<file path="config.mk">
export PLATFORM = sky130hd
export DESIGN_NAME = major_frame_deadline_scheduler
export DESIGN_NICKNAME = d
export VERILOG_FILES = /design/src/hdl/mfds_pkg.sv /design/src/hdl/mfds_regs.sv /design/src/hdl/mfds_cell.sv /design/src/hdl/mfds_seq.sv /design/src/hdl/major_frame_deadline_scheduler.sv
export VERILOG_INCLUDE_DIRS = /design/src /design/src/hdl
export SDC_FILE = /design/constraint.sdc
export NUM_CORES = 1
export LEC_CHECK = 0
export ABC_AREA = 1
export BUFFER_PORTS_ARGS = -buffer_cell sky130_fd_sc_hd__buf_2
export CAP_MARGIN = 20
export CORE_AREA = 10 10 343 262
export CTS_CLUSTER_SIZE = 40
export DETAILED_ROUTE_END_ITERATION = 12
export DIE_AREA = 0 0 353 272
export SYNTH_ARGS = -nofsm -noshare
export SYNTH_HDL_FRONTEND = slang
export SYNTH_SLANG_ARGS = --single-unit
</file>
<file path="constraint.sdc">
create_clock -name clk -period 12.8 [get_ports clk]
set_input_delay 1.92 -clock clk [delete_from_list [all_inputs] [get_ports clk]]
set_output_delay 1.92 -clock clk [all_outputs]
set_load 0.03 [all_outputs]
</file>
<file path="src/hdl/assert_macros.svh">
// assertion macros shared by the scheduler rtl
`ifndef ASSERT_MACROS_SVH
`define ASSERT_MACROS_SVH

`ifndef SYNTH

// property must hold at every rising clock edge outside reset
`define ASSERT_AT(lbl, clk, rstn, prop, msg) \
	lbl: assert property (@(posedge clk) disable iff (!rstn) (prop)) else $error(msg);

// expression must never be true outside reset
`define ASSERT_NEVER(lbl, clk, rstn, expr, msg) \
	lbl: assert property (@(posedge clk) disable iff (!rstn) !(expr)) else $error(msg);

`else

`define ASSERT_AT(lbl, clk, rstn, prop, msg)
`define ASSERT_NEVER(lbl, clk, rstn, expr, msg)

`endif

`endif

</file>
<file path="src/hdl/mfds_pkg.sv">
// types, constants and codes shared by the scheduler modules
`timescale 1ns / 1ps
`default_nettype none

package mfds_pkg;

	localparam int MAX_TASKS = 16;
	localparam int TIME_BITS = 16;

	// slot index width, task count width, time compare width
	localparam int IDX_W = (MAX_TASKS > 1) ? $clog2(MAX_TASKS) : 1;
	localparam int N_W   = ($clog2(MAX_TASKS + 1) > 5) ? $clog2(MAX_TASKS + 1) : 5;
	localparam int CMP_W = (TIME_BITS > 16) ? TIME_BITS : 16;

	// configuration register indexes
	localparam logic [1:0] REG_NUM_TASKS    = 2'd0;
	localparam logic [1:0] REG_HRT_MASK     = 2'd1;
	localparam logic [1:0] REG_FRAME_TICKS  = 2'd2;
	localparam logic [1:0] REG_CHECK_PERIOD = 2'd3;

	typedef enum logic [2:0] {
		OP_TICK  = 3'd0,
		OP_BEGIN = 3'd1,
		OP_START = 3'd2,
		OP_DONE  = 3'd3,
		OP_LOAD  = 3'd4
	} opcode_t;

	typedef enum logic [2:0] {
		EV_ACK    = 3'd0,
		EV_MISS   = 3'd1,
		EV_FRESET = 3'd2,
		EV_SEL    = 3'd3,
		EV_NOSOFT = 3'd4,
		EV_REJECT = 3'd5
	} evkind_t;

	typedef enum logic [1:0] {
		ST_IDLE,
		ST_MISS,
		ST_SOFT_START,
		ST_SOFT_WALK
	} state_t;

	typedef struct packed {
		logic [2:0]  opcode;
		logic [3:0]  task_index;
		logic [15:0] deadline_value;
	} mfds_in_t;

	typedef struct packed {
		logic [2:0]  event_kind;
		logic [3:0]  task_id;
		logic [15:0] frame_number;
		logic [15:0] frame_time;
		logic        last;
	} mfds_out_t;

	typedef struct packed {
		logic [N_W-1:0] n_eff;
		logic [15:0]    hrt_mask;
		logic [15:0]    frame_ticks;
		logic [15:0]    check_period;
	} cfg_t;

	// command broadcast to every cell
	typedef struct packed {
		logic                 clear;
		logic                 wr_en;
		opcode_t              wr_op;
		logic [IDX_W-1:0]     wr_slot;
		logic [TIME_BITS-1:0] wr_dl;
		logic                 tick_chk;
		logic [TIME_BITS-1:0] now;
		logic                 tok_load;
		logic [IDX_W-1:0]     tok_slot;
		logic                 tok_clear;
		logic                 tok_shift;
		logic                 pend_ack;
	} cell_ctl_t;

	// status of one cell
	typedef struct packed {
		logic kill;
		logic pend;
		logic tok;
		logic miss_hit;
		logic soft_hit;
		logic hard_run;
	} cell_st_t;

	// status gathered over the row of cells
	typedef struct packed {
		logic             any_kill;
		logic             any_pend;
		logic             pend_other;
		logic             miss_hit;
		logic [IDX_W-1:0] miss_id;
		logic             soft_hit;
		logic [IDX_W-1:0] soft_id;
		logic             hard_run;
	} row_st_t;

endpackage

`default_nettype wire

</file>
<file path="src/hdl/mfds_regs.sv">
// configuration registers of the scheduler
`timescale 1ns / 1ps
`default_nettype none

module mfds_regs import mfds_pkg::*; (
	input  logic        clk,
	input  logic        arst_n,
	input  logic        cfg_we,
	input  logic [1:0]  cfg_idx,
	input  logic [15:0] cfg_data,
	output cfg_t        cfg
);

	logic [4:0]  num_tasks_q;
	logic [15:0] hrt_mask_q;
	logic [15:0] frame_ticks_q;
	logic [15:0] check_period_q;

	// register writes
	always_ff @(posedge clk or negedge arst_n) begin
		if (!arst_n) begin
			num_tasks_q    <= 5'd16;
			hrt_mask_q     <= 16'd0;
			frame_ticks_q  <= 16'd1000;
			check_period_q <= 16'd10;
		end else if (cfg_we) begin
			case (cfg_idx)
				REG_NUM_TASKS:    num_tasks_q    <= cfg_data[4:0];
				REG_HRT_MASK:     hrt_mask_q     <= cfg_data;
				REG_FRAME_TICKS:  frame_ticks_q  <= cfg_data;
				REG_CHECK_PERIOD: check_period_q <= cfg_data;
				default: ;
			endcase
		end
	end

	// task count clamped to the number of cells
	always_comb begin
		cfg.n_eff = (N_W'(num_tasks_q) > N_W'(MAX_TASKS)) ? N_W'(MAX_TASKS)
			: N_W'(num_tasks_q);
		cfg.hrt_mask     = hrt_mask_q;
		cfg.frame_ticks  = frame_ticks_q;
		cfg.check_period = check_period_q;
	end

endmodule

`default_nettype wire

</file>
<file path="src/hdl/mfds_cell.sv">
// one task slot: flags, deadline and a stage of the scan token chain
`timescale 1ns / 1ps
`default_nettype none

module mfds_cell import mfds_pkg::*; (
	input  logic             clk,
	input  logic             arst_n,
	input  cell_ctl_t        ctl,
	input  logic [IDX_W-1:0] slot,
	input  logic             in_use,
	input  logic             hard,
	input  logic             tok_in,
	output cell_st_t         st
);

	logic                 run_q;
	logic                 done_q;
	logic                 pend_q;
	logic                 tok_q;
	logic [TIME_BITS-1:0] dl_q;
	logic                 kill;
	logic                 wr_sel;

	// deadline check of a running hard task
	assign kill   = ctl.tick_chk & hard & in_use & run_q & (ctl.now >= dl_q);
	assign wr_sel = ctl.wr_en & (ctl.wr_slot == slot);

	// task flags
	always_ff @(posedge clk or negedge arst_n) begin
		if (!arst_n) begin
			run_q  <= 1'b0;
			done_q <= 1'b0;
			pend_q <= 1'b0;
		end else if (ctl.clear) begin
			run_q  <= 1'b0;
			done_q <= 1'b0;
			pend_q <= 1'b0;
		end else begin
			if (kill) begin
				run_q  <= 1'b0;
				pend_q <= 1'b1;
			end else if (wr_sel) begin
				case (ctl.wr_op)
					OP_START: run_q <= 1'b1;
					OP_DONE: begin
						run_q  <= 1'b0;
						done_q <= 1'b1;
					end
					default: ;
				endcase
			end
			if (ctl.pend_ack && tok_q && pend_q)
				pend_q <= 1'b0;
		end
	end

	// deadline store
	always_ff @(posedge clk or negedge arst_n) begin
		if (!arst_n)
			dl_q <= '0;
		else if (wr_sel && ctl.wr_op == OP_LOAD)
			dl_q <= ctl.wr_dl;
	end

	// scan token, handed on to the next cell
	always_ff @(posedge clk or negedge arst_n) begin
		if (!arst_n)
			tok_q <= 1'b0;
		else if (ctl.tok_load)
			tok_q <= (ctl.tok_slot == slot);
		else if (ctl.tok_clear)
			tok_q <= 1'b0;
		else if (ctl.tok_shift)
			tok_q <= tok_in;
	end

	always_comb begin
		st.kill     = kill;
		st.pend     = pend_q;
		st.tok      = tok_q;
		st.miss_hit = tok_q & pend_q;
		st.soft_hit = tok_q & in_use & ~hard & ~done_q;
		st.hard_run = hard & in_use & run_q;
	end

endmodule

`default_nettype wire

</file>
<file path="src/hdl/mfds_seq.sv">
// sequencer: frame timing, soft pointer, result register and cell commands
`timescale 1ns / 1ps
`default_nettype none

`include "assert_macros.svh"

module mfds_seq import mfds_pkg::*; (
	input  logic      clk,
	input  logic      arst_n,
	input  logic      cmd_valid,
	output logic      cmd_ready,
	input  mfds_in_t  cmd,
	output logic      evt_valid,
	input  logic      evt_ready,
	output mfds_out_t evt,
	input  cfg_t      cfg,
	input  row_st_t   row,
	output cell_ctl_t ctl
);

	state_t               state_q, state_d;
	logic                 active_q, active_d;
	logic [TIME_BITS-1:0] el_q, el_d;
	logic [15:0]          fc_q, fc_d;
	logic [15:0]          cc_q, cc_d;
	logic [IDX_W-1:0]     ptr_q, ptr_d;
	logic                 due_q, due_d;
	logic [N_W-1:0]       step_q, step_d;
	logic                 evt_valid_q;
	mfds_out_t            evt_q;

	logic                 can_load;
	logic                 accept;
	logic                 emit;
	mfds_out_t            ev;
	logic [TIME_BITS-1:0] e1;
	logic [15:0]          cc1;
	logic                 due;
	logic                 tick_reset;
	logic                 n_zero;
	logic                 walk_end;
	logic                 pend_left;
	logic                 idx_bad;
	logic [IDX_W-1:0]     p_norm;
	logic [N_W-1:0]       sel_nx;

	// shared conditions
	assign can_load   = ~evt_valid_q | evt_ready;
	assign cmd_ready  = (state_q == ST_IDLE) & can_load;
	assign accept     = cmd_valid & cmd_ready;
	assign e1         = el_q + TIME_BITS'(1);
	assign cc1        = cc_q + 16'd1;
	assign due        = cc1 >= cfg.check_period;
	assign tick_reset = CMP_W'(e1) >= CMP_W'(cfg.frame_ticks);
	assign n_zero     = cfg.n_eff == '0;
	assign walk_end   = step_q == (cfg.n_eff - N_W'(1));
	assign pend_left  = row.miss_hit ? row.pend_other : row.any_pend;
	assign idx_bad    = N_W'(cmd.task_index) >= cfg.n_eff;
	assign p_norm     = (N_W'(ptr_q) >= cfg.n_eff) ? '0 : ptr_q;
	assign sel_nx     = N_W'(row.soft_id) + N_W'(1);

	// next state
	always_comb begin
		state_d = state_q;
		case (state_q)
			ST_IDLE: begin
				if (accept && cmd.opcode == OP_TICK && active_q && !tick_reset) begin
					if (row.any_kill)
						state_d = ST_MISS;
					else if (due)
						state_d = ST_SOFT_START;
				end
			end
			ST_MISS: begin
				if (can_load && !pend_left)
					state_d = due_q ? ST_SOFT_START : ST_IDLE;
			end
			ST_SOFT_START: begin
				if (can_load)
					state_d = (row.hard_run || n_zero) ? ST_IDLE : ST_SOFT_WALK;
			end
			ST_SOFT_WALK: begin
				if (can_load && (row.soft_hit || walk_end))
					state_d = ST_IDLE;
			end
			default: state_d = ST_IDLE;
		endcase
	end

	// results, cell commands and register updates
	always_comb begin
		active_d = active_q;
		el_d     = el_q;
		fc_d     = fc_q;
		cc_d     = cc_q;
		ptr_d    = ptr_q;
		due_d    = due_q;
		step_d   = step_q;
		emit     = 1'b0;
		ev.event_kind   = EV_ACK;
		ev.task_id      = 4'd0;
		ev.frame_number = fc_q;
		ev.frame_time   = 16'(el_q);
		ev.last         = 1'b1;
		ctl = '0;
		ctl.wr_op    = OP_TICK;
		ctl.wr_slot  = IDX_W'(cmd.task_index);
		ctl.wr_dl    = TIME_BITS'(cmd.deadline_value);
		ctl.now      = e1;
		ctl.tok_slot = '0;
		case (state_q)
			ST_IDLE: begin
				if (accept) begin
					emit = 1'b1;
					case (cmd.opcode)
						OP_TICK: begin
							if (!active_q) begin
								ev.event_kind = EV_REJECT;
							end else if (tick_reset) begin
								// end of major frame
								ctl.clear       = 1'b1;
								ptr_d           = '0;
								fc_d            = fc_q + 16'd1;
								el_d            = '0;
								cc_d            = 16'd0;
								ev.event_kind   = EV_FRESET;
								ev.frame_number = fc_q + 16'd1;
								ev.frame_time   = 16'd0;
							end else begin
								ctl.tick_chk  = 1'b1;
								el_d          = e1;
								cc_d          = due ? 16'd0 : cc1;
								due_d         = due;
								ev.frame_time = 16'(e1);
								if (row.any_kill) begin
									emit         = 1'b0;
									ctl.tok_load = 1'b1;
								end else if (due) begin
									emit = 1'b0;
								end
							end
						end
						OP_BEGIN: begin
							ctl.clear       = 1'b1;
							active_d        = 1'b1;
							fc_d            = 16'd1;
							el_d            = '0;
							cc_d            = 16'd0;
							ptr_d           = '0;
							ev.frame_number = 16'd1;
							ev.frame_time   = 16'd0;
						end
						OP_START, OP_DONE, OP_LOAD: begin
							ev.task_id = cmd.task_index;
							if (idx_bad) begin
								ev.event_kind = EV_REJECT;
							end else begin
								ctl.wr_en = 1'b1;
								ctl.wr_op = opcode_t'(cmd.opcode);
							end
						end
						default: ev.event_kind = EV_REJECT;
					endcase
				end
			end
			ST_MISS: begin
				// token walks the row, one miss beat per killed task
				if (can_load) begin
					ctl.tok_shift = 1'b1;
					if (row.miss_hit) begin
						emit          = 1'b1;
						ctl.pend_ack  = 1'b1;
						ev.event_kind = EV_MISS;
						ev.task_id    = 4'(row.miss_id);
						ev.last       = ~due_q & ~row.pend_other;
					end
					if (!pend_left)
						ctl.tok_clear = 1'b1;
				end
			end
			ST_SOFT_START: begin
				if (can_load) begin
					if (row.hard_run || n_zero) begin
						emit          = 1'b1;
						ev.event_kind = EV_NOSOFT;
						if (n_zero)
							ptr_d = '0;
					end else begin
						ctl.tok_load = 1'b1;
						ctl.tok_slot = p_norm;
						ptr_d        = p_norm;
						step_d       = '0;
					end
				end
			end
			ST_SOFT_WALK: begin
				// round robin search along the ring of slots in use
				if (can_load) begin
					if (row.soft_hit) begin
						emit          = 1'b1;
						ev.event_kind = EV_SEL;
						ev.task_id    = 4'(row.soft_id);
						ptr_d         = (sel_nx >= cfg.n_eff) ? '0 : IDX_W'(sel_nx);
						ctl.tok_clear = 1'b1;
					end else if (walk_end) begin
						emit          = 1'b1;
						ev.event_kind = EV_NOSOFT;
						ctl.tok_clear = 1'b1;
					end else begin
						step_d        = step_q + N_W'(1);
						ctl.tok_shift = 1'b1;
					end
				end
			end
			default: ;
		endcase
	end

	// control and frame state
	always_ff @(posedge clk or negedge arst_n) begin
		if (!arst_n) begin
			state_q  <= ST_IDLE;
			active_q <= 1'b0;
			el_q     <= '0;
			fc_q     <= 16'd0;
			cc_q     <= 16'd0;
			ptr_q    <= '0;
			due_q    <= 1'b0;
			step_q   <= '0;
		end else begin
			state_q  <= state_d;
			active_q <= active_d;
			el_q     <= el_d;
			fc_q     <= fc_d;
			cc_q     <= cc_d;
			ptr_q    <= ptr_d;
			due_q    <= due_d;
			step_q   <= step_d;
		end
	end

	// result register
	always_ff @(posedge clk or negedge arst_n) begin
		if (!arst_n)
			evt_valid_q <= 1'b0;
		else if (emit)
			evt_valid_q <= 1'b1;
		else if (evt_ready)
			evt_valid_q <= 1'b0;
	end

	always_ff @(posedge clk) begin
		if (emit)
			evt_q <= ev;
	end

	assign evt_valid = evt_valid_q;
	assign evt       = evt_q;

	`ASSERT_AT(a_miss_has_pend, clk, arst_n, (state_q == ST_MISS) |-> row.any_pend, "miss walk without pending miss")
	`ASSERT_AT(a_walk_bound, clk, arst_n, (state_q == ST_SOFT_WALK) |-> (step_q < cfg.n_eff), "soft walk past slot count")
	`ASSERT_NEVER(a_emit_full, clk, arst_n, emit && evt_valid_q && !evt_ready, "result beat overwrites pending beat")

endmodule

`default_nettype wire

</file>
<file path="src/hdl/major_frame_deadline_scheduler.sv">
// Major frame deadline scheduler: row of task cells under a sequencer.
// Begin frame, task ops, rejects, plain ticks and frame reset give one beat, registered in the cycle after accept.
// Tick with misses: the token walks from slot 0 up to the highest missed slot, one beat per miss.
// Soft check: a hard check in ST_SOFT_START, then a token walk over the slots in use (up to n).
// Next command accepted once the sequencer is idle and the result register is free.
// Reset (arst_n low, asynchronous): frame inactive, all flags, deadlines and counters zero.
`timescale 1ns / 1ps
`default_nettype none

`include "assert_macros.svh"

module major_frame_deadline_scheduler import mfds_pkg::*; (
	input  logic      clk,
	input  logic      arst_n,
	input  logic      cmd_valid,
	output logic      cmd_ready,
	input  mfds_in_t  cmd,
	output logic      evt_valid,
	input  logic      evt_ready,
	output mfds_out_t evt,
	input  logic        cfg_we,
	input  logic [1:0]  cfg_idx,
	input  logic [15:0] cfg_data
);

	cfg_t                 cfg;
	cell_ctl_t            ctl;
	row_st_t              row;
	cell_st_t             st [MAX_TASKS];
	logic [MAX_TASKS-1:0] in_use;
	logic [MAX_TASKS-1:0] hard;
	logic [MAX_TASKS-1:0] is_last;
	logic [MAX_TASKS-1:0] tok_vec;
	logic [MAX_TASKS-1:0] tok_in;

	mfds_regs u_regs (
		.clk      (clk),
		.arst_n   (arst_n),
		.cfg_we   (cfg_we),
		.cfg_idx  (cfg_idx),
		.cfg_data (cfg_data),
		.cfg      (cfg)
	);

	mfds_seq u_seq (
		.clk       (clk),
		.arst_n    (arst_n),
		.cmd_valid (cmd_valid),
		.cmd_ready (cmd_ready),
		.cmd       (cmd),
		.evt_valid (evt_valid),
		.evt_ready (evt_ready),
		.evt       (evt),
		.cfg       (cfg),
		.row       (row),
		.ctl       (ctl)
	);

	// per slot attributes and the token ring closed at the last slot in use
	for (genvar i = 0; i < MAX_TASKS; i++) begin : g_cell
		assign in_use[i] = N_W'(i) < cfg.n_eff;
		if (i < 16) begin : g_hard
			assign hard[i] = cfg.hrt_mask[i];
		end else begin : g_soft
			assign hard[i] = 1'b0;
		end
		if (i + 1 < MAX_TASKS) begin : g_mid
			assign is_last[i] = in_use[i] & ~in_use[i+1];
		end else begin : g_end
			assign is_last[i] = in_use[i];
		end
		if (i == 0) begin : g_head
			assign tok_in[i] = |(tok_vec & is_last);
		end else begin : g_link
			assign tok_in[i] = tok_vec[i-1] & ~is_last[i-1];
		end
		assign tok_vec[i] = st[i].tok;

		mfds_cell u_cell (
			.clk    (clk),
			.arst_n (arst_n),
			.ctl    (ctl),
			.slot   (IDX_W'(i)),
			.in_use (in_use[i]),
			.hard   (hard[i]),
			.tok_in (tok_in[i]),
			.st     (st[i])
		);
	end

	// row status reductions
	always_comb begin
		row = '0;
		for (int i = 0; i < MAX_TASKS; i++) begin
			row.any_kill   = row.any_kill | st[i].kill;
			row.any_pend   = row.any_pend | st[i].pend;
			row.pend_other = row.pend_other | (st[i].pend & ~st[i].tok);
			row.miss_hit   = row.miss_hit | st[i].miss_hit;
			row.soft_hit   = row.soft_hit | st[i].soft_hit;
			row.hard_run   = row.hard_run | st[i].hard_run;
			if (st[i].miss_hit)
				row.miss_id = row.miss_id | IDX_W'(i);
			if (st[i].soft_hit)
				row.soft_id = row.soft_id | IDX_W'(i);
		end
	end

	`ASSERT_AT(a_tok_onehot, clk, arst_n, $onehot0(tok_vec), "more than one scan token")
	`ASSERT_NEVER(a_tok_in_use, clk, arst_n, |(tok_vec & ~in_use), "scan token in unused slot")

endmodule

`default_nettype wire

</file>
Word-level counts from Yosys, hierarchy flattened
Index checks and enable logic that the tools add are counted.
{"block": "word_totals", "ff_bits": 475, "out_inout_bits": 42, "elab_cells": 1121}
{"block": "classes", "n_addsub": 6, "magnitude_cmp": 38, "eq_ne": 76, "n_mux": 326, "bitwise_logic": 399, "n_reduce_logical": 178}
{"op": "greater-or-equal comparator 16 bit", "count": 18}
{"op": "2-to-1 mux 1 bit", "count": 227}
{"op": "AND 1 bit", "count": 225}
{"op": "2-to-1 mux 4 bit", "count": 31}
{"op": "2-to-1 mux 16 bit", "count": 7}
{"op": "nonzero test 3 bit", "count": 34}
{"op": "one-hot mux 16 bit (2 select lines)", "count": 3}
{"op": "OR 1 bit", "count": 91}
{"op": "inverter 1 bit", "count": 82}
{"op": "equality test 4 bit, second input constant", "count": 16}
{"op": "2-to-1 mux 32 bit", "count": 2}
{"op": "one-hot mux 32 bit (2 select lines)", "count": 1}
{"op": "nonzero test 4 bit", "count": 16}
{"op": "2-to-1 mux 5 bit", "count": 11}
{"op": "AND reduction 3 bit", "count": 18}
{"op": "logical AND 1 bit", "count": 53}
{"op": "adder 16 x 1 -> 16 bit, second input constant", "count": 3}
{"op": "2-to-1 mux 3 bit", "count": 15}
{"op": "less-than comparator 4 x 5 -> 1 bit, first input constant", "count": 8}
{"op": "!= test 2 bit, second input constant", "count": 20}
{"op": "AND reduction 2 bit", "count": 20}
{"op": "nonzero test 2 bit", "count": 20}
{"op": "2-to-1 mux 39 bit", "count": 1}
{"op": "equality test 4 x 3 -> 1 bit, second input constant", "count": 8}
{"op": "other kinds (44)", "count": 93}

Depth between registers and ports, before layout
Gate-level depths: netlist of run 1.
{"block": "depth", "depth_word": 33, "ltp_mapped": 28}

Modules after synthesis
From an unflattened synthesis of run 1, not the netlist that was laid out.
{"block": "unflattened", "hier_cells": 4248, "hier_area_um2": 32282.2}
{"module": "mfds_cell", "n_inst": 16, "cells_each": 183, "area_per_inst_um2": 1391.3, "seq_area_each_um2": 500.5}
{"module": "mfds_seq", "n_inst": 1, "cells_each": 913, "area_per_inst_um2": 7019.2, "seq_area_each_um2": 2752.6}
{"module": "mfds_regs", "n_inst": 1, "cells_each": 208, "area_per_inst_um2": 2083.2, "seq_area_each_um2": 1337.5}
{"module": "major_frame_deadline_scheduler", "n_inst": 1, "cells_each": 199, "area_per_inst_um2": 918.4, "seq_area_each_um2": 0.0}

Worst setup path after synthesis of run 1
Ideal clock, no wire load.
{"block": "synth_path", "path_type": "reg2reg", "from": "register u_seq.el_q[0]", "to": "register u_seq.evt_q (netlist bit u_seq.evt[0]) (enable)", "setup_time_ps": 531, "t_arrival_ps": 5143, "t_required_ps": 12269, "slack_ps": 7126, "path_stages_with_launch": 26, "path_buffers": 1, "cell_sequence": "dfrtp_1 -> ha_1 -> nand3_1 -> nor2_1 -> nand2_1 -> nor3_1 -> nand4_1 -> nor2_1 -> a31oi_1 -> a21oi_1 -> ha_1 -> nand2_1 -> o21ai_1 -> nor2_2 -> nand3_4 -> nor2_2 -> buf_4 -> nand3_1 -> nand2_1 -> nor2_1 -> nand2_1 -> nor2_4 -> nand2_1 -> nand2_1 -> nand2_1 -> nand2_1"}
{"block": "synth_via", "elab_chain_len": 32, "word_cells_on_any_way": 108, "classes_between": "1 x add/sub; 17 x order compare; 11 x mux; 79 x bitwise"}
{"item": "start: declaration", "line": "mfds_seq.sv:23", "text": "logic [TIME_BITS-1:0] el_q, el_d;"}
{"item": "start signal: assignment", "line": "mfds_seq.sv:233", "text": "el_q <= el_d;"}
{"item": "adder 16 x 1 -> 16 bit (*)", "line": "mfds_seq.sv:51", "text": "assign e1 = el_q + TIME_BITS'(1);"}
{"item": "greater-or-equal comparator 16 bit", "line": "mfds_seq.sv:54", "text": "assign tick_reset = CMP_W'(e1) >= CMP_W'(cfg.frame_ticks);"}
{"item": "2-to-1 mux 1 bit", "line": "mfds_seq.sv:119", "text": "end else if (tick_reset) begin"}
{"item": "2-to-1 mux 1 bit", "line": "mfds_seq.sv:117", "text": "if (!active_q) begin"}
{"item": "2-to-1 mux 1 bit", "line": "mfds_seq.sv:115", "text": "case (cmd.opcode)"}
{"item": "2-to-1 mux 1 bit", "line": "mfds_seq.sv:113", "text": "if (accept) begin"}
{"item": "2-to-1 mux 1 bit", "line": "mfds_seq.sv:111", "text": "case (state_q)"}
{"item": "AND 1 bit (4 in series)", "line": "mfds_cell.sv:25", "text": "assign kill = ctl.tick_chk & hard & in_use & run_q & (ctl.now >= dl_q);"}
{"item": "OR 1 bit (15 in series)", "line": "major_frame_deadline_scheduler.sv:95", "text": "row.any_kill = row.any_kill | st[i].kill;"}
{"item": "2-to-1 mux 1 bit", "line": "mfds_seq.sv:135", "text": "if (row.any_kill) begin"}
{"item": "2-to-1 mux 1 bit (*)", "line": "mfds_seq.sv:119"}
{"item": "2-to-1 mux 1 bit (*)", "line": "mfds_seq.sv:117"}
{"item": "2-to-1 mux 1 bit (*)", "line": "mfds_seq.sv:115"}
{"item": "2-to-1 mux 1 bit (*)", "line": "mfds_seq.sv:113"}
{"item": "one-hot mux 1 bit (4 select lines) (*)", "line": "mfds_seq.sv:111"}
{"item": "named net u_seq.emit", "line": "mfds_seq.sv:34", "text": "logic emit;"}
{"item": "end signal: assignment", "line": "mfds_seq.sv:254", "text": "evt_q <= ev;"}
{"item": "end: declaration", "line": "mfds_seq.sv:30", "text": "mfds_out_t evt_q;"}
Mark *: on every way through the listed nets, which the timed path passes. The rest lies on a longest branch.
A chain may end at the register's enable or synchronous reset.

Worst setup path in the final report of run 1
{"block": "layout_path", "from": "register u_seq.el_q[0]", "to": "register u_seq.evt_q (netlist bit u_seq.evt[12]) (enable)"}
Same word-level chain as after synthesis.

==> key figures, run 1 <==
Status
  • Outcome: finished clean

Yosys
  • Synth area leader: dfrtp_1
  • Syn nets: 4005
  • Ys async rst share: 0.916
  • Mean Syn Cell Area: 7.92 um2
  • Mapped cell area: 28900 um2
  • Post-synth top area share: 0.369
  • Cell with the most instances after synthesis: nand2_1
  • Synth Area in Adders: 0.133
  • Post-synth top flop: dfrtp_1
  • Post-Synth Simple-Gate Area: 0.204
  • Number of flops mapped to enable cells by yosys: 40
  • Top cells by area, synth: dfrtp_1 37%, ha_1 13%, nand2_1 11%, inv_1 7.8%, o21ai_0 7.7%
  • Cells after Synth: 3651
  • Synth warn: 0
  • Post-Synth XOR/XNOR Area: 0.0106
  • Largest family of logic cells by synthesized area: simple AND/OR/NAND/NOR gates
  • Post-synth top cells: 850 x nand2_1, 602 x inv_1, 443 x o21ai_0, 426 x dfrtp_1, 308 x ha_1
  • Mux cell area share after synthesis: 0
  • Post-synthesis compound-gate area fraction: 0.138
  • Netlist cell types: 54
  • FF+latch count, synth: 475
  • Sequential element share of the synthesized area: 0.418

Critical path
  • WP data arrival: 7710 ps
  • Startpoint types: flop
  • Slowest Stage Delay on Critical Path: 1030 ps
  • Delay-heaviest family, CP: simple AND/OR/NAND/NOR gates
  • Critical Path End Type: flop
  • Most frequent CP cell: nand2_1
  • Worst Path Required: 13160 ps
  • Slowest stage cell on the critical path: dfrtp_1
  • CP Max Fanout: 35
  • Crit path kind: reg -> reg
  • Critical path buffers and inverters: 2

Timing
  • Fin crit share: 0.574
  • Setup total negative slack: 0 ps
  • Tightest Pin Transition: 1050 ps
  • Unrepaired setup endpoints after global routing: false
  • Worst hold slack: 483 ps
  • Min Tclk post-route: 7350 ps
  • Final Setup Violations: 0
  • Skew final: 28.6 ps
  • F_max: 136 MHz
  • Fin. max-slew vios: 0
  • Final Hold Vio Count: 0
  • Setup ws final: 5450 ps
  • Slew HR: 0.299

Floorplanning
  • Die Width: 353 um
  • Initial Util: 0.348
  • Ports: 88
  • Rows: ~90
  • Die H: approximately 270 um
  • Die area: approximately 96000 um2
  • Core Region: 83200 um2

Clocking
  • Post-CTS Resized: 0
  • CTS clk-pin slew, worst paths: 70 ps
  • H-tree lvl count: 2
  • Maximum buffer depth of the clock tree: 3
  • Post-CTS Setup Inserts: 0
  • CTS sink cnt: 475
  • CTS tree: yes
  • Cts-stage hold buffer count: 0
  • Worst skew pair latency: about 630 ps
  • Root buffer cell: clkbuf_16
  • Clock buffer count from CTS: 52

Place
  • GPL Wtd Cong: 1.02
  • Pre-CTS setup slack: between 5000 and 6000 ps
  • Detailed Place HPWL: 62600 um
  • IO Port Bufs: 87
  • Post-DP Area: 30500 um2

Cells and area
  • Multi-input gate area: around 14000 um2
  • Fill count: 8531
  • Layout Nets: 4064
  • Area grow syn2layout: 12.6%
  • Reg area: 12100 um2
  • Share of layout cells above drive strength 1: 0.0741
  • Final Cell Area: 32600 um2

Drt
  • Post-route ant nets: 0
  • Via Count: between 20000 and 25000
  • DR WL/cell: 17.7 um
  • Routed wire length: 86400 um
  • Routed vias/inst: 5.04
  • Initial DRC count: 2404
  • DRT Pass-1 Iters: 6
  • Drc violations: 0

GRT
  • Grt total ovfl: 0
  • Largest net degree at the start of global routing: 152
  • Wire length of the first global-routing pass: 136000 um
  • GRT Resource Usage Total: 0.177
  • Vias in the first global route: between 20000 and 25000
  • Antenna violations before repair: 5

Power and ir drop
  • Lkg Pwr: 15.8 nW
  • PD cells: 204 nW/um2
  • Max IR drop VDD: 124 uV

Worst hold path
  • Class of the worst hold path: reg -> reg

Flow run
  • Max Cap Viol: 0
-- layer usage --
| layer | share of wire | up-vias | track usage |
|---|---|---|---|
| met3 | 0.069 | 124 | 0.0258 |
| met1 | 0.50 | 11642 | 0.269 |
| li1 | - | 12094 | - |
| met2 | 0.41 | 753 | 0.261 |
| met4 | 0.021 | 2 | 0.0385 |
| met5 | 0.00016 | - | 0 |
-- area by class of cell --
cell class,count,share of cell area
multi-input combinational,2448,0.433
sequential,475,0.371
inverter,616,0.0712
clock buffer,66,0.0444
tap,1128,0.0433
timing repair buffer,117,0.0251
clock inverter,30,0.0116
antenna,1,0.0000768
-- kinds of logic (layout without fill, tap and decap cells) --
group                      Yosys count  in the layout
and+or+nand+nor                   1372           1372
AOI/OAI and AO/OA                  733            733
other                                0              1
buffers and inverters              728            829
adders and majority gates          308            308
DFF                                475            475
xor gates and xnor gates            35             35
-- registers in the layout, indices dropped and copies added, names as in the netlist --
register               flops
g_cell.u_cell.pend_q      16
u_seq.step_q               5
u_seq.active_q             1
u_seq.fc_q                16
u_seq.due_q                1
g_cell.u_cell.done_q      16
u_seq.evt                 40
u_seq.el_q                16
u_seq.evt_valid            1
g_cell.u_cell.run_q       16
u_seq.cc_q                16
u_regs.check_period_q     16
u_seq.state_q              2
u_regs.hrt_mask_q         16
u_regs.frame_ticks_q      16
u_seq.ptr_q                4
u_regs.num_tasks_q         5
g_cell.u_cell.tok_q       16
g_cell.u_cell.dl_q       256
-- stage by stage --
step | std cells | util | power (mW)
after floorplan | 3651 | - | 4.01
after global placement | 4775 | 0.367 | 4.98
after detailed placement | 4775 | 0.367 | 5.02
after CTS | 4871 | 0.389 | 6.66
after global routing | 4880 | 0.391 | 7.20
final | 4881 | 0.391 | 6.66
-- layout by cell type (no fill, tap or decap), types with 8 or more instances in the layout --
cell type,count
a21oi_1,159
a22oi_1,9
a31oi_1,12
buf_2,86
buf_4,20
clkbuf_16,53
clkinv_1,8
clkinv_2,10
dfrtp_1,426
dfstp_2,9
edfxtp_1,40
ha_1,308
inv_1,601
nand2_1,849
nand2_2,8
nand3_1,155
nand3b_1,10
nand4_1,76
nor2_1,169
nor2_2,12
nor3_1,61
nor4_1,9
o21a_1,22
o21ai_0,443
o22ai_1,31
o32ai_1,12
xor2_1,28
-- power breakdown --
part | switching, mW | internal, mW
logic | 2.08 | 1.01
registers | 0.190 | 1.77
clock network | 0.685 | 0.930
-- tightest hold or removal path: stages, from the launching register on --
cell and delay (ps):
dfrtp_1 340, nand2_1 50, o21ai_0 60
-- final timing paths --
path                                                   startpoint                                endpoint  slack [ps]  cells past startpoint
max                                     u_seq.el_q[0]$_DFFE_PN0P_                 u_seq.evt[12]$_DFFE_PP_        5450                     25
min                        g_cell[15].u_cell.dl_q[12]$_DFFE_PN0P_  g_cell[15].u_cell.dl_q[12]$_DFFE_PN0P_         480                      2
max reg2reg                             u_seq.el_q[0]$_DFFE_PN0P_                 u_seq.evt[12]$_DFFE_PP_        5450                     25
min reg2reg                g_cell[15].u_cell.dl_q[12]$_DFFE_PN0P_  g_cell[15].u_cell.dl_q[12]$_DFFE_PN0P_         480                      2
max in group asynchronous                                  arst_n             u_seq.step_q[2]$_DFFE_PN0P_        9920                      2
min in group asynchronous                                  arst_n  g_cell[15].u_cell.dl_q[15]$_DFFE_PN0P_        1280                      1
Note: power is estimated with default switching activity, not from simulation.
==> run 2, diff against run 1 <==
clock period = 6.2 ns   (was 12.8 ns; I/O delays follow)
==> key figures, run 2 (synthesized netlist as in run 1, its figures left out) <==
Critical path
  • Worst path cell trace: ha_1, nand3_1, nor2_1, nand2_1, nor3_1, nand4_1, nor2_1, a31oi_1, a21oi_2, buf_4, ha_1, nand4_1, nor2_1, nand2_1, nand3_4, buf_4, nand2_1, nand2_1, clkinv_1, buf_4, nand2_1, nor2_1, o21a_1
  • Slowest Stage Delay on Critical Path: 730 ps (-300 ps)
  • Critical Path End Type: flop
  • Worst Path Required: 6740 ps (-6420 ps)
  • Reg2reg setup slack: 690 ps (-4760 ps)
  • Most frequent CP cell: nand2_1
  • Startpoint types: flop
  • Critical path buffers and inverters: 4 (+2)
  • Slowest stage cell on the critical path: clkinv_1
  • WP data arrival: 6060 ps (-1650 ps)
  • Crit path kind: reg -> reg
  • Delay-heaviest family, CP: simple AND/OR/NAND/NOR gates
  • CP Max Fanout: 26 (-26%)

GRT
  • Vias in the first global route: 22802 (-1.4%)
  • Wire length of the first global-routing pass: 137000 um (+0.62%)
  • Grt total ovfl: 0 (unchanged)
  • Antenna violations before repair: 6 (+1)
  • Largest net degree at the start of global routing: 114 (-25%)
  • GRT Resource Usage Total: 0.180 (+0.00330)

Clocking
  • Worst skew pair latency: 650 ps (+20 ps)
  • Post-CTS Resized: 0 (unchanged)
  • Root buffer cell: clkbuf_16
  • Maximum buffer depth of the clock tree: 3 (unchanged)
  • Clock buffer count from CTS: 53 (+1.9%)
  • CTS clk-pin slew, worst paths: 60 ps (about the same)
  • H-tree lvl count: 2 (unchanged)
  • Post-CTS Setup Inserts: 0 (unchanged)
  • CTS sink cnt: 475 (unchanged)
  • Cts-stage hold buffer count: 0 (unchanged)
  • CTS tree: yes

Floorplanning
  • Initial Util: 0.348 (unchanged)
  • Die Width: 353 um (unchanged)
  • Ports: 88 (unchanged)
  • Die area: 96000 um2 (unchanged)
  • Die H: 272 um (unchanged)
  • Rows: 92 (unchanged)
  • Core Region: 83200 um2 (unchanged)

Timing
  • Final Hold Vio Count: 0 (unchanged)
  • F_max: 181 MHz (+33%)
  • Tightest Pin Transition: 1170 ps (+116 ps)
  • Unrepaired setup endpoints after global routing: false
  • Slew HR: 0.222 (-0.0770)
  • Fin crit share: 0.889 (+0.315)
  • Fin. max-slew vios: 0 (unchanged)
  • Min Tclk post-route: 5510 ps (-1840 ps)
  • Final Setup Violations: 0 (unchanged)
  • Setup total negative slack: 0 ps (unchanged)
  • Skew final: 23.1 ps (-5.53 ps)

Drt
  • Drc violations: 0 (unchanged)
  • Initial DRC count: 2360 (-1.8%)
  • Post-route ant nets: 0 (unchanged)
  • DRT Pass-1 Iters: 6 (unchanged)
  • DR WL/cell: 18.1 um (+2.4%)
  • Via Count: 24668 (+0.22%)
  • Routed vias/inst: 5.04 (about the same)
  • Routed wire length: 88800 um (+2.7%)

Cells and area
  • Largest Register: g_cell.u_cell.dl_q
  • Fill count: 8486 (-0.53%)
  • Share of layout cells above drive strength 1: 0.0770 (+0.00293)
  • Layout Nets: 4077 (+0.32%)
  • Area grow syn2layout: 13.1%
  • Largest register FFs: 256 (unchanged)
  • Most frequent cells in the layout: 849 x nand2_1, 601 x inv_1, 443 x o21ai_0
  • Leading cell type in the layout, fill and taps excluded: nand2_1

Place
  • IO Port Bufs: 87 (unchanged)
  • GPL Wtd Cong: 0.983 (-3.7%)
  • Detailed Place HPWL: 64000 um (+2.2%)

Power and ir drop
  • PD cells: 424 nW/um2 (+110%)
  • Total Power: 13.9 mW (+110%)
  • Max IR drop VDD: 227 uV (+83%)
  • Lkg Pwr: 15.9 nW (+0.55%)

Flow run
  • Max Cap Viol: 0 (unchanged)

Status
  • Outcome: finished clean

Worst hold path
  • Class of the worst hold path: in -> async
run 2: cell count changes in the layout (fill, tap and decap cells not counted), sizes merged:
cell / before / now
buf: 117 / 129
bufinv: 6 / 5
clkbuf: 66 / 74
clkinv: 26 / 18
clkinvlp: 2 / 3
diode: 1 / 2
inv: 612 / 613
run 2: worst register-to-register path, cell delays in order, from the launching register on:
cell and delay, ps:
dfrtp_1 410, ha_1 240, nand3_1 110, nor2_1 140, nand2_1 120, nor3_1 380, nand4_1 190, nor2_1 280
a31oi_1 150, a21oi_2 120, buf_4 280, ha_1 200, nand4_1 100, nor2_1 190, nand2_1 120, nand3_4 100
buf_4 320, nand2_1 140, nand2_1 380, clkinv_1 740, buf_4 470, nand2_1 100, nor2_1 50, o21a_1 100
run 2: worst paths after layout:
check / from / end / depth (start not counted)
min reg2reg: g_cell[11].u_cell.dl_q[3]$_DFFE_PN0P_ / g_cell[11].u_cell.dl_q[3]$_DFFE_PN0P_ / 2
max in group asynchronous: arst_n / g_cell[8].u_cell.dl_q[6]$_DFFE_PN0P_ / 2
min: arst_n / g_cell[6].u_cell.dl_q[6]$_DFFE_PN0P_ / 1
min in group clk: g_cell[11].u_cell.dl_q[3]$_DFFE_PN0P_ / g_cell[11].u_cell.dl_q[3]$_DFFE_PN0P_ / 2
max: u_seq.el_q[0]$_DFFE_PN0P_ / g_cell[9].u_cell.run_q$_DFFE_PN0P_ / 23
max reg2reg: u_seq.el_q[0]$_DFFE_PN0P_ / g_cell[9].u_cell.run_q$_DFFE_PN0P_ / 23
run 2: metrics by stage:
| step | util | setup slack [ps] | hold WS, ps | std cells | cell area [um2] |
|---|---|---|---|---|---|
| finish | 0.393 | 686 | 189 | 4895 | 32700 |
| floorplan | - | 526 | 453 | 3651 | 28900 |
| CTS | 0.391 | 760 | 182 | 4886 | 32500 |
| global placement | 0.369 | 852 | 466 | 4789 | 30700 |
| detailed placement | 0.369 | 806 | 473 | 4789 | 30700 |
| global route | 0.393 | 264 | 205 | 4893 | 32700 |
run 2: area by class of cell:
type                    instances  area, um2  share of cell area
diodes                          2       5.00            0.000153
repair buffers                129        926              0.0283
multi-input cells            2448      14100               0.431
clock buffers                  74       1560              0.0476
well taps                    1128       1410              0.0431
clock inverters                23        304             0.00929
inverters                     616       2320              0.0708
flip-flops and latches        475      12100               0.370
run 2: metal layers:
metal / global-route usage / wire (um) / up-vias
li1: - / - / 12121
met1: 0.272 / 43400 / 11577
met2: 0.254 / 35600 / 839
met3: 0.0428 / 7860 / 129
met4: 0.0419 / 1920 / 2
met5: 0 / 13 / -
run 2: where the power goes:
part	switching, mW	internal [mW]	leakage (nW)
registers	0.358	3.66	6.28
clock network	1.43	1.98	0.915
logic	4.34	2.12	8.71
total	6.13	7.76	15.9
==> run 3, diff against run 2 <==
CORE_AREA = 10 10 269 335   (was 10 10 343 262)
DIE_AREA = 0 0 279 345   (was 0 0 353 272)
clock period = 6.5 ns   (was 6.2 ns; I/O delays follow)
==> key figures, run 3 (synthesized netlist as in run 1, its figures left out) <==
Status
  • Outcome: finished clean

Power and ir drop
  • Comb power frac: 0.468 (+0.003)
  • Total Power: 13.1 mW (-5.8%)
  • Lkg Pwr: 15.9 nW (-0.12%)
  • Max IR drop VDD: 257 uV (+13%)
  • Share of power burned in registers: 0.293 (+0.004)
  • Clock network fraction of total power: 0.239 (-0.007)
  • PD cells: 402 nW/um2 (-5.4%)
  • Sw frac: 0.442 (about the same)
  • Cell-internal power: 7.30 mW (-5.9%)
  • Switch Pwr: 5.78 mW (-5.7%)

Critical path
  • WP data arrival: 5940 ps (-120 ps)
  • Worst Path Required: 6610 ps (-130 ps)
  • Cell count of the worst reg-to-reg path: 24 (+4.3%)
  • Critical Path End Type: flop
  • Startpoint types: flop
  • CP Max Fanout: 40 (+54%)
  • Crit path kind: reg -> reg

Drt
  • Routed vias/inst: 5.08 (+0.76%)
  • Initial DRC count: 1662 (-30%)
  • Routed wire length: 87800 um (-1.1%)
  • DR WL/cell: 18.1 um (-0.17%)
  • Via Count: 24632 (-0.15%)
  • DRT Pass-1 Iters: 5 (-1)
  • Drc violations: 0 (unchanged)
  • Post-route ant nets: 0 (unchanged)

Cells and area
  • Share of layout cells above drive strength 1: 0.0760 (-0.00100)
  • Area grow syn2layout: 12.6%
  • Most frequent cells in the layout: 849 x nand2_1, 602 x inv_1, 443 x o21ai_0
  • # diodes: 0 (-2)
  • Leading cell type in the layout, fill and taps excluded: nand2_1
  • Largest Register: g_cell.u_cell.dl_q
  • Layout Nets: 4076 (-0.025%)
  • Largest register FFs: 256 (unchanged)

Clocking
  • Post-CTS Setup Inserts: 0 (unchanged)
  • CTS tree: yes
  • Root buffer cell: clkbuf_16
  • Post-CTS Resized: 0 (unchanged)
  • CTS clk-pin slew, worst paths: 60 ps (about the same)
  • Cts-stage hold buffer count: 0 (unchanged)
  • Worst skew pair latency: 630 ps (-20 ps)
  • CTS sink cnt: 475 (unchanged)
  • Maximum buffer depth of the clock tree: 3 (unchanged)
  • Clock buffer count from CTS: 53 (unchanged)
  • H-tree lvl count: 2 (unchanged)

Floorplanning
  • Initial Util: 0.346 (-0.00188)
  • Core Region: 83700 um2 (+0.54%)
  • Die H: 345 um (+27%)
  • Rows: 119 (+29%)
  • Ports: 88 (unchanged)
  • Die area: 96300 um2 (+0.25%)
  • Die Width: 279 um (-21%)

Timing
  • Final Setup Violations: 0 (unchanged)
  • F_max: 172 MHz (-5.3%)
  • Unrepaired setup endpoints after global routing: false
  • Worst hold slack: 366 ps (+176 ps)
  • Slew HR: 0.258 (+0.0365)
  • Tightest Pin Transition: 1110 ps (-61.6 ps)
  • Fin crit share: 0.896 (+0.00628)
  • Fin. max-slew vios: 0 (unchanged)
  • Skew final: 21.8 ps (-1.28 ps)
  • Min Tclk post-route: 5820 ps (+308 ps)
  • Setup total negative slack: 0 ps (unchanged)
  • Final Hold Vio Count: 0 (unchanged)

Worst hold path
  • Class of the worst hold path: in -> async

GRT
  • Met1 usage: 0.226 (-0.0464)
  • GRT Resource Usage Total: 0.180 (+0.000258)
  • Met3 usage: 0.0247 (-0.0182)
  • Vias in the first global route: 23889 (+4.8%)
  • Largest net degree at the start of global routing: 145 (+27%)
  • Grt total ovfl: 0 (unchanged)
  • Wire length of the first global-routing pass: 137000 um (+0.11%)
  • Met2 Use GR: 0.305 (+0.0505)
  • Antenna violations before repair: 0 (-6)
  • Most used routing layer: met2

Place
  • IO Port Bufs: 87 (unchanged)
  • GPL Wtd Cong: 0.957 (-2.7%)
  • Detailed Place HPWL: 63600 um (-0.72%)

Flow run
  • Max Cap Viol: 0 (unchanged)
## run 3: final timing paths
check	start	end	slack (ps)
setup / recovery	u_seq.el_q[0]$_DFFE_PN0P_	u_seq.evt[2]$_DFFE_PP_	680
hold / removal	arst_n	g_cell[15].u_cell.dl_q[3]$_DFFE_PN0P_	370
setup reg to reg	u_seq.el_q[0]$_DFFE_PN0P_	u_seq.evt[2]$_DFFE_PP_	680
hold reg to reg	g_cell[10].u_cell.dl_q[3]$_DFFE_PN0P_	g_cell[10].u_cell.dl_q[3]$_DFFE_PN0P_	480
max in group asynchronous	arst_n	u_seq.fc_q[10]$_DFFE_PN0P_	4700
min in group clk	g_cell[10].u_cell.dl_q[3]$_DFFE_PN0P_	g_cell[10].u_cell.dl_q[3]$_DFFE_PN0P_	480
## run 3: stage by stage
stage	area [um2]	instances	setup slack, ps	util
after floorplan	28900	3651	826	-
after global placement	30600	4747	737	0.366
after detailed placement	30600	4747	692	0.366
after CTS	32400	4842	666	0.387
after global routing	32600	4851	41.3	0.389
final	32600	4851	679	0.389
## run 3: layer usage
layer	up-vias	routed length (um)
met3	193	4100
met4	0	4170
met5	-	0
met1	11693	37700
met2	634	41900
li1	12112	-
## run 3: worst max-delay path, cell delays in order, from the launching register on
cell,delay [ps]
dfrtp_1,400
ha_1,240
nand3_1,110
nor2_1,140
nand2_1,120
nor3_1,390
nand4_1,170
nor2_1,250
xor2_1,260
inv_1,110
ha_1,280
nand4_1,120
a21oi_1,60
nor2_2,370
nand3_4,120
nor2_2,680
nand3_1,290
nand2_1,150
nor2_1,50
nand2_1,100
nor2_4,60
nand2_1,50
nand2_1,50
nand2_1,100
nand2_2,580
## run 3: power groups by stage
stage                     logic (mW)  registers [mW]  clock network [mW]
after floorplan                 3.87            4.03                   0
after CTS                       6.15            3.84                3.18
after detailed placement        6.11            3.89                   0
final                           6.13            3.84                3.12
after global routing            6.95            3.88                3.31
after global placement          6.02            3.88                   0
## run 3: layout make-up
class                      count  area [um2]
clock buffer                  68        1490
clock inverter                27         288
fill                        8629       51100
inverter                     616        2320
multi-input combinational   2448       14100
sequential                   475       12100
tap                         1089        1360
timing repair buffer         128         918
